**src/rtl/core/pva_pkg.sv**
```systemverilog
// ----------------------------------------------------------------------------
// pva_pkg: shared definitions for the polyphonic voice allocator
// Holds field widths, event and action codes, the voice table entry and
// the detune generator constants.
// ----------------------------------------------------------------------------
package pva_pkg;

    localparam int NumVoicesDef = 12;
    localparam int NumNotes     = 128;

    localparam int OpW   = 3;
    localparam int NoteW = 7;
    localparam int VelW  = 7;
    localparam int FinW  = 4;
    localparam int ActW  = 2;
    localparam int SlotW = 4;
    localparam int DetW  = 4;
    localparam int AgeW  = 32;
    localparam int SeedW = 32;

    localparam logic [VelW-1:0]  PedalDownMin = 7'd64;
    localparam logic [SeedW-1:0] LcgMul       = 32'd1664525;
    localparam logic [SeedW-1:0] LcgInc       = 32'd1013904223;
    // floor(x / 9) == (x * Mod9Mul) >> Mod9Shift for every 16-bit x.
    localparam logic [15:0]      Mod9Mul      = 16'd58255;
    localparam int               Mod9Shift    = 19;

    typedef enum logic [OpW-1:0] {
        OP_NOTE_ON       = 3'd0,
        OP_NOTE_OFF      = 3'd1,
        OP_SUSTAIN       = 3'd2,
        OP_ALL_NOTES_OFF = 3'd3,
        OP_ALL_SOUND_OFF = 3'd4,
        OP_VOICE_DONE    = 3'd5
    } t_opcode;

    typedef enum logic [ActW-1:0] {
        ACT_TRIGGER      = 2'd0,
        ACT_RELEASE      = 2'd1,
        ACT_RELEASE_FAST = 2'd2,
        ACT_KILL_ALL     = 2'd3
    } t_action;

    typedef struct packed {
        logic [NoteW-1:0] note;
        logic [AgeW-1:0]  age;
    } t_voice_entry;

endpackage

```
**src/rtl/core/pva_ram.sv**
```systemverilog
// ----------------------------------------------------------------------------
// pva_ram: generic single-write, single-read synchronous RAM
// Read data is registered; a read of the entry written in the same cycle
// returns the new data.
// ----------------------------------------------------------------------------
module pva_ram #(
    parameter int WIDTH = 8,
    parameter int DEPTH = 16
) (
    input  logic                     i_clk,
    input  logic                     i_we,
    input  logic [$clog2(DEPTH)-1:0] i_waddr,
    input  logic [WIDTH-1:0]         i_wdata,
    input  logic [$clog2(DEPTH)-1:0] i_raddr,
    output logic [WIDTH-1:0]         o_rdata
);

    logic [WIDTH-1:0] r_mem [DEPTH];
    logic [WIDTH-1:0] r_rdata;

    always_ff @(posedge i_clk) begin
        if (i_we) begin
            r_mem[i_waddr] <= i_wdata;
        end
        if (i_we && (i_waddr == i_raddr)) begin
            r_rdata <= i_wdata;
        end else begin
            r_rdata <= r_mem[i_raddr];
        end
    end

    assign o_rdata = r_rdata;

endmodule

```
**src/rtl/core/pva_lcg.sv**
```systemverilog
// ----------------------------------------------------------------------------
// pva_lcg: micro-detune generator
// A 32-bit linear congruential generator stepped once per trigger. The
// detune is ((seed >> 16) mod 9) - 4, registered from the stepped seed.
// ----------------------------------------------------------------------------
module pva_lcg (
    input  logic                             i_clk,
    input  logic                             i_rst_n,
    input  logic                             i_step,
    output logic signed [pva_pkg::DetW-1:0]  o_detune
);

    logic [pva_pkg::SeedW-1:0] r_seed;
    logic [pva_pkg::SeedW-1:0] n_seed;
    logic [pva_pkg::DetW-1:0]  r_detune;
    logic [pva_pkg::DetW-1:0]  n_detune;

    logic [15:0] w_hi;
    logic [31:0] w_prod;
    logic [12:0] w_quot;
    logic [15:0] w_rem;

    always_comb begin
        n_seed = i_step ? (r_seed * pva_pkg::LcgMul + pva_pkg::LcgInc) : r_seed;
    end

    // Remainder by nine through a reciprocal multiply; the remainder is 0..8.
    always_comb begin
        w_hi     = r_seed[31:16];
        w_prod   = 32'(w_hi) * 32'(pva_pkg::Mod9Mul);
        w_quot   = w_prod[31:pva_pkg::Mod9Shift];
        w_rem    = w_hi - (16'({w_quot, 3'b000}) + 16'(w_quot));
        n_detune = w_rem[pva_pkg::DetW-1:0] - 4'd4;
    end

    always_ff @(posedge i_clk) begin
        if (!i_rst_n) begin
            r_seed <= '0;
        end else begin
            r_seed <= n_seed;
        end
    end

    always_ff @(posedge i_clk) begin
        r_detune <= n_detune;
    end

    assign o_detune = signed'(r_detune);

endmodule

```
**src/rtl/core/poly_voice_allocator_sustain.sv**
```systemverilog
// ----------------------------------------------------------------------------
// poly_voice_allocator_sustain: polyphonic voice allocator with sustain pedal
// Maps note events onto a pool of voices with oldest-voice stealing and
// emits trigger, release and kill beats.
// ----------------------------------------------------------------------------
// One event is taken at a time; the voice table (note and age per voice)
// sits in a RAM with one read per cycle, so every event that looks at the
// voices walks it at most once. A note-on, a note-off with the pedal up and
// all-notes-off each walk the voices; pedal-up makes one voice pass to mark
// held notes, then one pass over the 128 notes through a note-to-voice RAM,
// which keeps the releases in note order. An event waits while its output
// beat is not taken.
// ----------------------------------------------------------------------------
module poly_voice_allocator_sustain #(
    parameter int NUM_VOICES = pva_pkg::NumVoicesDef
) (
    input  logic                            i_clk,
    input  logic                            i_rst_n,

    input  logic                            i_valid,
    output logic                            o_ready,
    input  logic [pva_pkg::OpW-1:0]         i_opcode,
    input  logic [pva_pkg::NoteW-1:0]       i_note_number,
    input  logic [pva_pkg::VelW-1:0]        i_velocity,
    input  logic [pva_pkg::VelW-1:0]        i_pedal_value,
    input  logic [pva_pkg::FinW-1:0]        i_finished_voice,

    output logic                            o_valid,
    input  logic                            i_ready,
    output logic [pva_pkg::ActW-1:0]        o_action,
    output logic [pva_pkg::SlotW-1:0]       o_voice_slot,
    output logic [pva_pkg::NoteW-1:0]       o_out_note,
    output logic [pva_pkg::VelW-1:0]        o_out_velocity,
    output logic signed [pva_pkg::DetW-1:0] o_detune_half_cents,
    output logic                            o_last
);

    localparam int VW = $clog2(NUM_VOICES);
    localparam int CW = $clog2(pva_pkg::NumNotes);
    localparam logic [VW-1:0] LastVoice = VW'(NUM_VOICES - 1);
    localparam logic [CW-1:0] LastNote  = CW'(pva_pkg::NumNotes - 1);

    typedef enum logic [7:0] {
        S_IDLE     = 8'b0000_0001,
        S_ON_SCAN  = 8'b0000_0010,
        S_ON_WRITE = 8'b0000_0100,
        S_OFF_SCAN = 8'b0000_1000,
        S_PB_BUILD = 8'b0001_0000,
        S_PB_WALK  = 8'b0010_0000,
        S_ANO_SCAN = 8'b0100_0000,
        S_KILL     = 8'b1000_0000
    } t_state;

    t_state r_state, n_state;

    logic [NUM_VOICES-1:0]        r_active, n_active;
    logic [pva_pkg::NumNotes-1:0] r_held, n_held;
    logic [pva_pkg::NumNotes-1:0] r_pend, n_pend;
    logic                         r_pedal, n_pedal;
    logic [VW-1:0]                r_idx, n_idx;
    logic [CW-1:0]                r_cnt, n_cnt;
    logic [pva_pkg::NoteW-1:0]    r_note, n_note;
    logic [pva_pkg::VelW-1:0]     r_vel, n_vel;
    logic [pva_pkg::AgeW-1:0]     r_age, n_age;
    logic                         r_has_match, n_has_match;
    logic [VW-1:0]                r_match_idx, n_match_idx;
    logic                         r_has_free, n_has_free;
    logic [VW-1:0]                r_free_idx, n_free_idx;
    logic [VW-1:0]                r_min_idx, n_min_idx;
    logic [pva_pkg::AgeW-1:0]     r_min_age, n_min_age;
    logic [VW-1:0]                r_sel, n_sel;

    // Output register.
    logic                            r_ovalid;
    logic [pva_pkg::ActW-1:0]        r_oact;
    logic [pva_pkg::SlotW-1:0]       r_oslot;
    logic [pva_pkg::NoteW-1:0]       r_onote;
    logic [pva_pkg::VelW-1:0]        r_ovel;
    logic [pva_pkg::DetW-1:0]        r_odet;
    logic                            r_olast;

    logic                            w_emit_req;
    logic                            w_out_free;
    logic [pva_pkg::ActW-1:0]        w_emit_act;
    logic [pva_pkg::SlotW-1:0]       w_emit_slot;
    logic [pva_pkg::NoteW-1:0]       w_emit_note;
    logic [pva_pkg::VelW-1:0]        w_emit_vel;
    logic [pva_pkg::DetW-1:0]        w_emit_det;
    logic                            w_emit_last;

    logic                            w_lcg_step;
    logic signed [pva_pkg::DetW-1:0] w_detune;

    logic                            w_vram_we;
    pva_pkg::t_voice_entry           w_vram_wdata;
    pva_pkg::t_voice_entry           w_vram_rdata;
    logic                            w_map_we;
    logic [VW-1:0]                   w_map_rdata;

    logic                            w_cur_act;
    logic                            w_idx_last;
    logic                            w_more_voice;
    logic                            w_more_note;
    logic                            w_off_req;

    pva_lcg u_lcg (
        .i_clk    (i_clk),
        .i_rst_n  (i_rst_n),
        .i_step   (w_lcg_step),
        .o_detune (w_detune)
    );

    pva_ram #(
        .WIDTH ($bits(pva_pkg::t_voice_entry)),
        .DEPTH (NUM_VOICES)
    ) u_voice_ram (
        .i_clk   (i_clk),
        .i_we    (w_vram_we),
        .i_waddr (r_sel),
        .i_wdata (w_vram_wdata),
        .i_raddr (n_idx),
        .o_rdata (w_vram_rdata)
    );

    // Note-to-voice map, written for held notes during the pedal-up pass.
    pva_ram #(
        .WIDTH (VW),
        .DEPTH (pva_pkg::NumNotes)
    ) u_map_ram (
        .i_clk   (i_clk),
        .i_we    (w_map_we),
        .i_waddr (w_vram_rdata.note),
        .i_wdata (r_idx),
        .i_raddr (n_cnt),
        .o_rdata (w_map_rdata)
    );

    assign o_ready      = (r_state == S_IDLE);
    assign w_out_free   = !r_ovalid || i_ready;
    assign w_cur_act    = r_active[r_idx];
    assign w_idx_last   = (r_idx == LastVoice);
    assign w_vram_wdata = '{note: r_note, age: r_age};
    assign w_off_req    = ((i_opcode == pva_pkg::OP_NOTE_ON) && (i_velocity == '0))
                          || (i_opcode == pva_pkg::OP_NOTE_OFF);

    // Lookahead for the last flag of multi-beat events.
    always_comb begin
        w_more_voice = 1'b0;
        for (int v = 0; v < NUM_VOICES; v++) begin
            if ((v > int'(r_idx)) && r_active[v]) begin
                w_more_voice = 1'b1;
            end
        end
    end

    always_comb begin
        w_more_note = 1'b0;
        for (int k = 0; k < pva_pkg::NumNotes; k++) begin
            if ((k > int'(r_cnt)) && r_pend[k]) begin
                w_more_note = 1'b1;
            end
        end
    end

    always_comb begin
        n_state     = r_state;
        n_active    = r_active;
        n_held      = r_held;
        n_pend      = r_pend;
        n_pedal     = r_pedal;
        n_idx       = r_idx;
        n_cnt       = r_cnt;
        n_note      = r_note;
        n_vel       = r_vel;
        n_age       = r_age;
        n_has_match = r_has_match;
        n_match_idx = r_match_idx;
        n_has_free  = r_has_free;
        n_free_idx  = r_free_idx;
        n_min_idx   = r_min_idx;
        n_min_age   = r_min_age;
        n_sel       = r_sel;
        w_emit_req  = 1'b0;
        w_emit_act  = pva_pkg::ACT_TRIGGER;
        w_emit_slot = '0;
        w_emit_note = '0;
        w_emit_vel  = '0;
        w_emit_det  = '0;
        w_emit_last = 1'b1;
        w_lcg_step  = 1'b0;
        w_vram_we   = 1'b0;
        w_map_we    = 1'b0;

        case (r_state)
            S_IDLE: begin
                n_idx = '0;
                n_cnt = '0;
                if (i_valid) begin
                    n_note = i_note_number;
                    n_vel  = i_velocity;
                    if (w_off_req) begin
                        if (r_pedal) begin
                            n_held[i_note_number] = 1'b1;
                        end else begin
                            n_state = S_OFF_SCAN;
                        end
                    end else begin
                        case (i_opcode)
                            pva_pkg::OP_NOTE_ON: begin
                                n_held[i_note_number] = 1'b0;
                                w_lcg_step  = 1'b1;
                                n_age       = r_age + 1'b1;
                                n_has_match = 1'b0;
                                n_has_free  = 1'b0;
                                n_state     = S_ON_SCAN;
                            end
                            pva_pkg::OP_SUSTAIN: begin
                                n_pedal = (i_pedal_value >= pva_pkg::PedalDownMin);
                                if (i_pedal_value < pva_pkg::PedalDownMin) begin
                                    n_pend  = '0;
                                    n_state = S_PB_BUILD;
                                end
                            end
                            pva_pkg::OP_ALL_NOTES_OFF: begin
                                n_state = S_ANO_SCAN;
                            end
                            pva_pkg::OP_ALL_SOUND_OFF: begin
                                n_active = '0;
                                n_held   = '0;
                                n_pedal  = 1'b0;
                                n_state  = S_KILL;
                            end
                            pva_pkg::OP_VOICE_DONE: begin
                                for (int v = 0; v < NUM_VOICES; v++) begin
                                    if (int'(i_finished_voice) == v) begin
                                        n_active[v] = 1'b0;
                                    end
                                end
                            end
                            default: begin
                            end
                        endcase
                    end
                end
            end

            // One voice per cycle: reuse match, first free voice, oldest voice.
            S_ON_SCAN: begin
                if (w_cur_act && (w_vram_rdata.note == r_note) && !r_has_match) begin
                    n_has_match = 1'b1;
                    n_match_idx = r_idx;
                end
                if (!w_cur_act && !r_has_free) begin
                    n_has_free = 1'b1;
                    n_free_idx = r_idx;
                end
                if ((r_idx == '0) || (w_vram_rdata.age < r_min_age)) begin
                    n_min_age = w_vram_rdata.age;
                    n_min_idx = r_idx;
                end
                if (w_idx_last) begin
                    n_sel   = n_has_match ? n_match_idx :
                              (n_has_free ? n_free_idx : n_min_idx);
                    n_state = S_ON_WRITE;
                end else begin
                    n_idx = r_idx + 1'b1;
                end
            end

            S_ON_WRITE: begin
                w_vram_we   = 1'b1;
                w_emit_req  = 1'b1;
                w_emit_act  = pva_pkg::ACT_TRIGGER;
                w_emit_slot = pva_pkg::SlotW'(r_sel);
                w_emit_note = r_note;
                w_emit_vel  = r_vel;
                w_emit_det  = w_detune;
                if (w_out_free) begin
                    n_active[r_sel] = 1'b1;
                    n_state         = S_IDLE;
                end
            end

            S_OFF_SCAN: begin
                if (w_cur_act && (w_vram_rdata.note == r_note)) begin
                    w_emit_req  = 1'b1;
                    w_emit_act  = pva_pkg::ACT_RELEASE;
                    w_emit_slot = pva_pkg::SlotW'(r_idx);
                    w_emit_note = w_vram_rdata.note;
                    if (w_out_free) begin
                        n_state = S_IDLE;
                    end
                end else if (w_idx_last) begin
                    n_state = S_IDLE;
                end else begin
                    n_idx = r_idx + 1'b1;
                end
            end

            S_ANO_SCAN: begin
                if (w_cur_act) begin
                    w_emit_req  = 1'b1;
                    w_emit_act  = pva_pkg::ACT_RELEASE_FAST;
                    w_emit_slot = pva_pkg::SlotW'(r_idx);
                    w_emit_note = w_vram_rdata.note;
                    w_emit_last = !w_more_voice;
                end
                if (!w_cur_act || w_out_free) begin
                    if (w_idx_last) begin
                        n_state = S_IDLE;
                    end else begin
                        n_idx = r_idx + 1'b1;
                    end
                end
            end

            // Mark every held note that still has an active voice.
            S_PB_BUILD: begin
                if (w_cur_act && r_held[w_vram_rdata.note]) begin
                    n_pend[w_vram_rdata.note] = 1'b1;
                    w_map_we = 1'b1;
                end
                if (w_idx_last) begin
                    n_state = S_PB_WALK;
                end else begin
                    n_idx = r_idx + 1'b1;
                end
            end

            S_PB_WALK: begin
                if (r_pend[r_cnt]) begin
                    w_emit_req  = 1'b1;
                    w_emit_act  = pva_pkg::ACT_RELEASE;
                    w_emit_slot = pva_pkg::SlotW'(w_map_rdata);
                    w_emit_note = r_cnt;
                    w_emit_last = !w_more_note;
                end
                if (!r_pend[r_cnt] || w_out_free) begin
                    if (r_cnt == LastNote) begin
                        n_held  = '0;
                        n_pend  = '0;
                        n_state = S_IDLE;
                    end else begin
                        n_cnt = r_cnt + 1'b1;
                    end
                end
            end

            S_KILL: begin
                w_emit_req = 1'b1;
                w_emit_act = pva_pkg::ACT_KILL_ALL;
                if (w_out_free) begin
                    n_state = S_IDLE;
                end
            end

            default: begin
                n_state = S_IDLE;
            end
        endcase
    end

    always_ff @(posedge i_clk) begin
        if (!i_rst_n) begin
            r_state     <= S_IDLE;
            r_active    <= '0;
            r_held      <= '0;
            r_pend      <= '0;
            r_pedal     <= 1'b0;
            r_idx       <= '0;
            r_cnt       <= '0;
            r_age       <= '0;
            r_has_match <= 1'b0;
            r_has_free  <= 1'b0;
        end else begin
            r_state     <= n_state;
            r_active    <= n_active;
            r_held      <= n_held;
            r_pend      <= n_pend;
            r_pedal     <= n_pedal;
            r_idx       <= n_idx;
            r_cnt       <= n_cnt;
            r_age       <= n_age;
            r_has_match <= n_has_match;
            r_has_free  <= n_has_free;
        end
    end

    always_ff @(posedge i_clk) begin
        r_note      <= n_note;
        r_vel       <= n_vel;
        r_match_idx <= n_match_idx;
        r_free_idx  <= n_free_idx;
        r_min_idx   <= n_min_idx;
        r_min_age   <= n_min_age;
        r_sel       <= n_sel;
    end

    always_ff @(posedge i_clk) begin
        if (!i_rst_n) begin
            r_ovalid <= 1'b0;
        end else if (w_emit_req && w_out_free) begin
            r_ovalid <= 1'b1;
        end else if (i_ready) begin
            r_ovalid <= 1'b0;
        end
    end

    always_ff @(posedge i_clk) begin
        if (w_emit_req && w_out_free) begin
            r_oact  <= w_emit_act;
            r_oslot <= w_emit_slot;
            r_onote <= w_emit_note;
            r_ovel  <= w_emit_vel;
            r_odet  <= w_emit_det;
            r_olast <= w_emit_last;
        end
    end

    assign o_valid             = r_ovalid;
    assign o_action            = r_oact;
    assign o_voice_slot        = r_oslot;
    assign o_out_note          = r_onote;
    assign o_out_velocity      = r_ovel;
    assign o_detune_half_cents = signed'(r_odet);
    assign o_last              = r_olast;

endmodule
```
**config.mk**
```make
export PLATFORM = sky130hd
export DESIGN_NAME = poly_voice_allocator_sustain
export DESIGN_NICKNAME = d
export VERILOG_FILES = /design/src/rtl/core/pva_pkg.sv /design/src/rtl/core/pva_ram.sv /design/src/rtl/core/pva_lcg.sv /design/src/rtl/core/poly_voice_allocator_sustain.sv
export SDC_FILE = /design/constraint.sdc
export NUM_CORES = 2
export LEC_CHECK = 0
export BUFFER_PORTS_ARGS = -buffer_cell sky130_fd_sc_hd__buf_2
export CORE_MARGIN = 2
export CORE_UTILIZATION = 30
export DETAILED_ROUTE_END_ITERATION = 10
export HOLD_SLACK_MARGIN = 0.06
export PLACE_DENSITY_LB_ADDON = 0.25
export SYNTH_ARGS = -nofsm -noshare
export SYNTH_HDL_FRONTEND = slang
export SYNTH_SLANG_ARGS = --single-unit
```
**constraint.sdc**
```tcl
create_clock -name i_clk -period 10.3 [get_ports i_clk]
set_input_delay 1.03 -clock i_clk [delete_from_list [all_inputs] [get_ports i_clk]]
set_output_delay 1.03 -clock i_clk [all_outputs]
set_load 0.1 [all_outputs]
```
==> metrics.md <==
| Metric | Value |
|---|---|
| Worst R2R Setup Slack | `~3 ns` |
| Initial antenna violation count | `14` |
| CTS sink cnt | `roughly 1400` |
| Hold_sp | `i_velocity[4]` |
| Dpl ws | `a little over 3 ns` |
| Inserted Clock Buffers | `roughly 160` |
| # DRC | `0` |
| CTS H-tree depth | `4` |
| Non-Filler Instances | `just under 9000` |
| Clock Skews | `0.0417 ns` |
| Clock-pin slew on the worst setup and hold paths | `approximately 0.060 ns` |
| Num ports | `59` |
| Initial Utilization | `a little under a third` |
| Per-cell routed wire length | `about 24 um` |
| IO buf count | `52` |
| Slew Limit Fails | `0` |
| Post-CTS Setup Inserts | `0` |
| Setup WS post-layout | `3.06 ns` |
| Initial DRC Count | `between 4000 and 5000` |
| R2R cell count | `18` |
| Num rows | `between 150 and 200` |
| Final min period | `between 7 and 8 ns` |
| Layout cell share with drive strength beyond 1 | `about 15%` |
| Post-synthesis sequential area ratio | `roughly 55%` |
| Synth cell types | `approximately 90` |
| Hpwl dp | `between 100000 and 150000 um` |
| Power density cells | `about 180 nW/um^2` |
| Number of global-route vias before repair | `between 40000 and 50000` |
| Worst-Margin Slew | `roughly 1.1 ns` |
| Most common cell after layout, fill and taps aside | `edfxtp_1` |
| Largest delay share family, worst path | `adder cells` |
| First-pass GRT wire length | `310000 um` |
| Hold Violations, Final | `0` |
| Syn_nets | `a little over 6000` |
| Worst Path Max Fanout | `10` |
| Post-CTS Resized | `0` |
| Final wirelength | `208000 um` |
| P&R area growth vs syn | `12.1%` |
| RSZ-0062 raised after global routing | `no` |
| WHS Endpoint | `r_vel[4]` |
| Setup violations, final | `0` |
| Worst path cell trace | `inv_1 > ha_1 > xor2_1 > xor2_1 > fa_1 > inv_1 > fa_1 > fa_1 > fa_1 > fa_1 > ha_1 > nand4_1 > nor3_1 > o211ai_1 > a311oi_1 > a31oi_1 > o31ai_1 > o32ai_1` |
| Crit path from | `u_lcg.r_seed[1]` |
| Crit. End Element | `register` |
| Mapped cell area | `roughly 70000 um^2` |
| 1st-pass router iterations | `6` |
| Mean Syn Cell Area | `13.0 um^2` |
| Cell count after placement | `around 8500` |
| Clock buffer depth | `3` |
| Rel. slew slack | `roughly a quarter` |
| Final Instance Area | `80500 um^2` |
| Hold Path Stages | `1` |
| Largest net degree at the start of global routing | `93` |
| Worst r2r src | `u_lcg.r_seed[1]` |
| CP Depth | `18` |
| Most frequent cells in the layout | `edfxtp_1 (1067), inv_1 (435), o21ai_0 (362), dfxtp_1 (356), nand2_1 (351)` |
| FFs w/ async S/R, synth | `0%` |
| Startpoint Class | `register` |
| Placed cell area | `75400 um^2` |
| Final cycle utilization of the critical path | `between 70% and 80%` |
| Root Buffer | `clkbuf_16` |
| Final Util | `between 30 and 40%` |
| Post-synth top flop | `edfxtp_1` |
| Yosys warnings | `0` |
| GR Util All Layers | `around 17%` |
| Status | `finished, final reports clean` |
| EDFF count, synth | `approximately 1100` |
| CP arrival | `7.89 ns` |
| GPL Wtd Cong | `roughly 0.96` |
| Die Span Y | `slightly below 500 um` |
| Worst skew pair latency | `slightly above 0.8 ns` |
| RR Endpoint | `u_lcg.r_seed[31]` |
| Synthesized flop and latch total | `around 1400` |
| Total number of vias | `between 40000 and 50000` |
| Worst Path Buf+Inv | `2` |
| VDD IR-drop max | `156 uV` |
| Antenna viol nets, final | `0` |
| Post-Syn Instances | `between 5000 and 6000` |
| TritonCTS clock tree | `built` |
| Worst Setup Path Type | `reg2reg` |
| Die W | `~490 um` |
| NumNets Final | `~6000` |
| CP dominant cell by count | `fa_1` |
| Overflow after GRT | `0` |
| Core ar. | `between 200000 and 250000 um^2` |
| Hold-fix buffers, CTS | `0` |
| FMAX | `about 140 MHz` |
| Setup TNS | `0 ns` |
| Die Footprint | `between 200000 and 250000 um^2` |
| Min-Delay Path Class | `in2reg` |
| Slowest CP cell | `fa_1` |
| Crit path required time | `10.94 ns` |
| Via-to-Cell Ratio | `5.23` |
| Crit-path max cell delay | `about 0.58 ns` |
| MaxCap Viol Count | `0` |
| P_leak | `between 20 and 30 nW` |
[report_power, final]
part / internal, mW / leakage [nW] / switching [mW]
Combinational: 1.13 / 12.4 / 1.71
Sequential: 6.24 / 12.8 / 0.116
Clock: 3.11 / 2.46 / 2.46
[registers in the layout (all words and copies together) (netlist names), 7 cells and up, named ones only]
register,flops
r_age,32
o_out_note,7
u_lcg.r_seed,32
o_out_velocity,7
u_voice_ram.r_mem,468
r_state,8
r_active,12
r_vel,7
r_cnt,7
r_min_age,32
r_held,128
r_pend,128
r_note,7
u_map_ram.r_mem,512
[synth_stat cells, types with 34 or more instances]
library cell     n  share of area (%)
edfxtp_1      1067                 45
a221oi_1        36               0.44
mux4_2         314                9.8
nand3_1        119               0.83
xor2_1          36               0.44
a31oi_1         68               0.59
a21o_1          43               0.45
nand2_1        353                1.8
o221a_2         36               0.56
and2_1          55               0.48
fa_1           202                5.6
nor2_1         343                1.8
buf_1           35               0.18
o21ai_0        362                2.5
nand4_1         35               0.30
ha_1           274                4.8
inv_1          436                2.3
o21ai_1         45               0.31
dfxtp_1        370                 10
xnor2_1         54               0.66
mux2i_1        101                1.4
a22o_1          34               0.41
nor3_1          69               0.48
a21oi_1        273                1.9
o211ai_1        36               0.38
clkbuf_1       270                1.4
[metrics by stage]
step / hold WS, ns / power, mW
after floorplan: 0.420 / 8.61
after global placement: 0.433 / 9.35
after detailed placement: 0.438 / 9.35
after CTS: 0.363 / 15.0
after global routing: 0.375 / 15.6
final: 0.427 / 14.8
[cells by family after synthesis]
kind of cell | share of synthesized area [%]
AO/OA/AOI/OAI | 9.98
XOR/XNOR | 1.10
adder cells (fa/ha/maj) | 10.4
buffers and inverters | 4.46
flip-flops | 54.9
multiplexers | 11.7
AND/OR/NAND/NOR | 7.44
[cell type report]
class	count	area (um^2)
Fill cell	23200	158000
Timing Repair Buffer	143	958
Clock inverter	71	759
Tap cell	3167	3960
Sequential cell	1437	39500
Inverter	439	1650
Clock buffer	218	4320
Antenna cell	2	5.00
Multi-Input combinational cell	3302	29400
[per-layer routing]
metal / vias to the layer above / track usage, % / wire length [um]
met5: - / 0 / 95
li1: 20500 / - / -
met1: 23600 / 23.2 / 91600
met2: 1418 / 26.9 / 97100
met3: 337 / 3.24 / 12900
met4: 16 / 5.11 / 6180
[worst max-delay path by stage]
stage,to
after floorplan,o_action[0]
after global placement,u_lcg.r_seed[31]
after detailed placement,u_lcg.r_seed[31]
after CTS,u_lcg.r_seed[31]
after global routing,u_lcg.r_seed[31]
final,u_lcg.r_seed[31]
(Power assumes the default switching activity.)
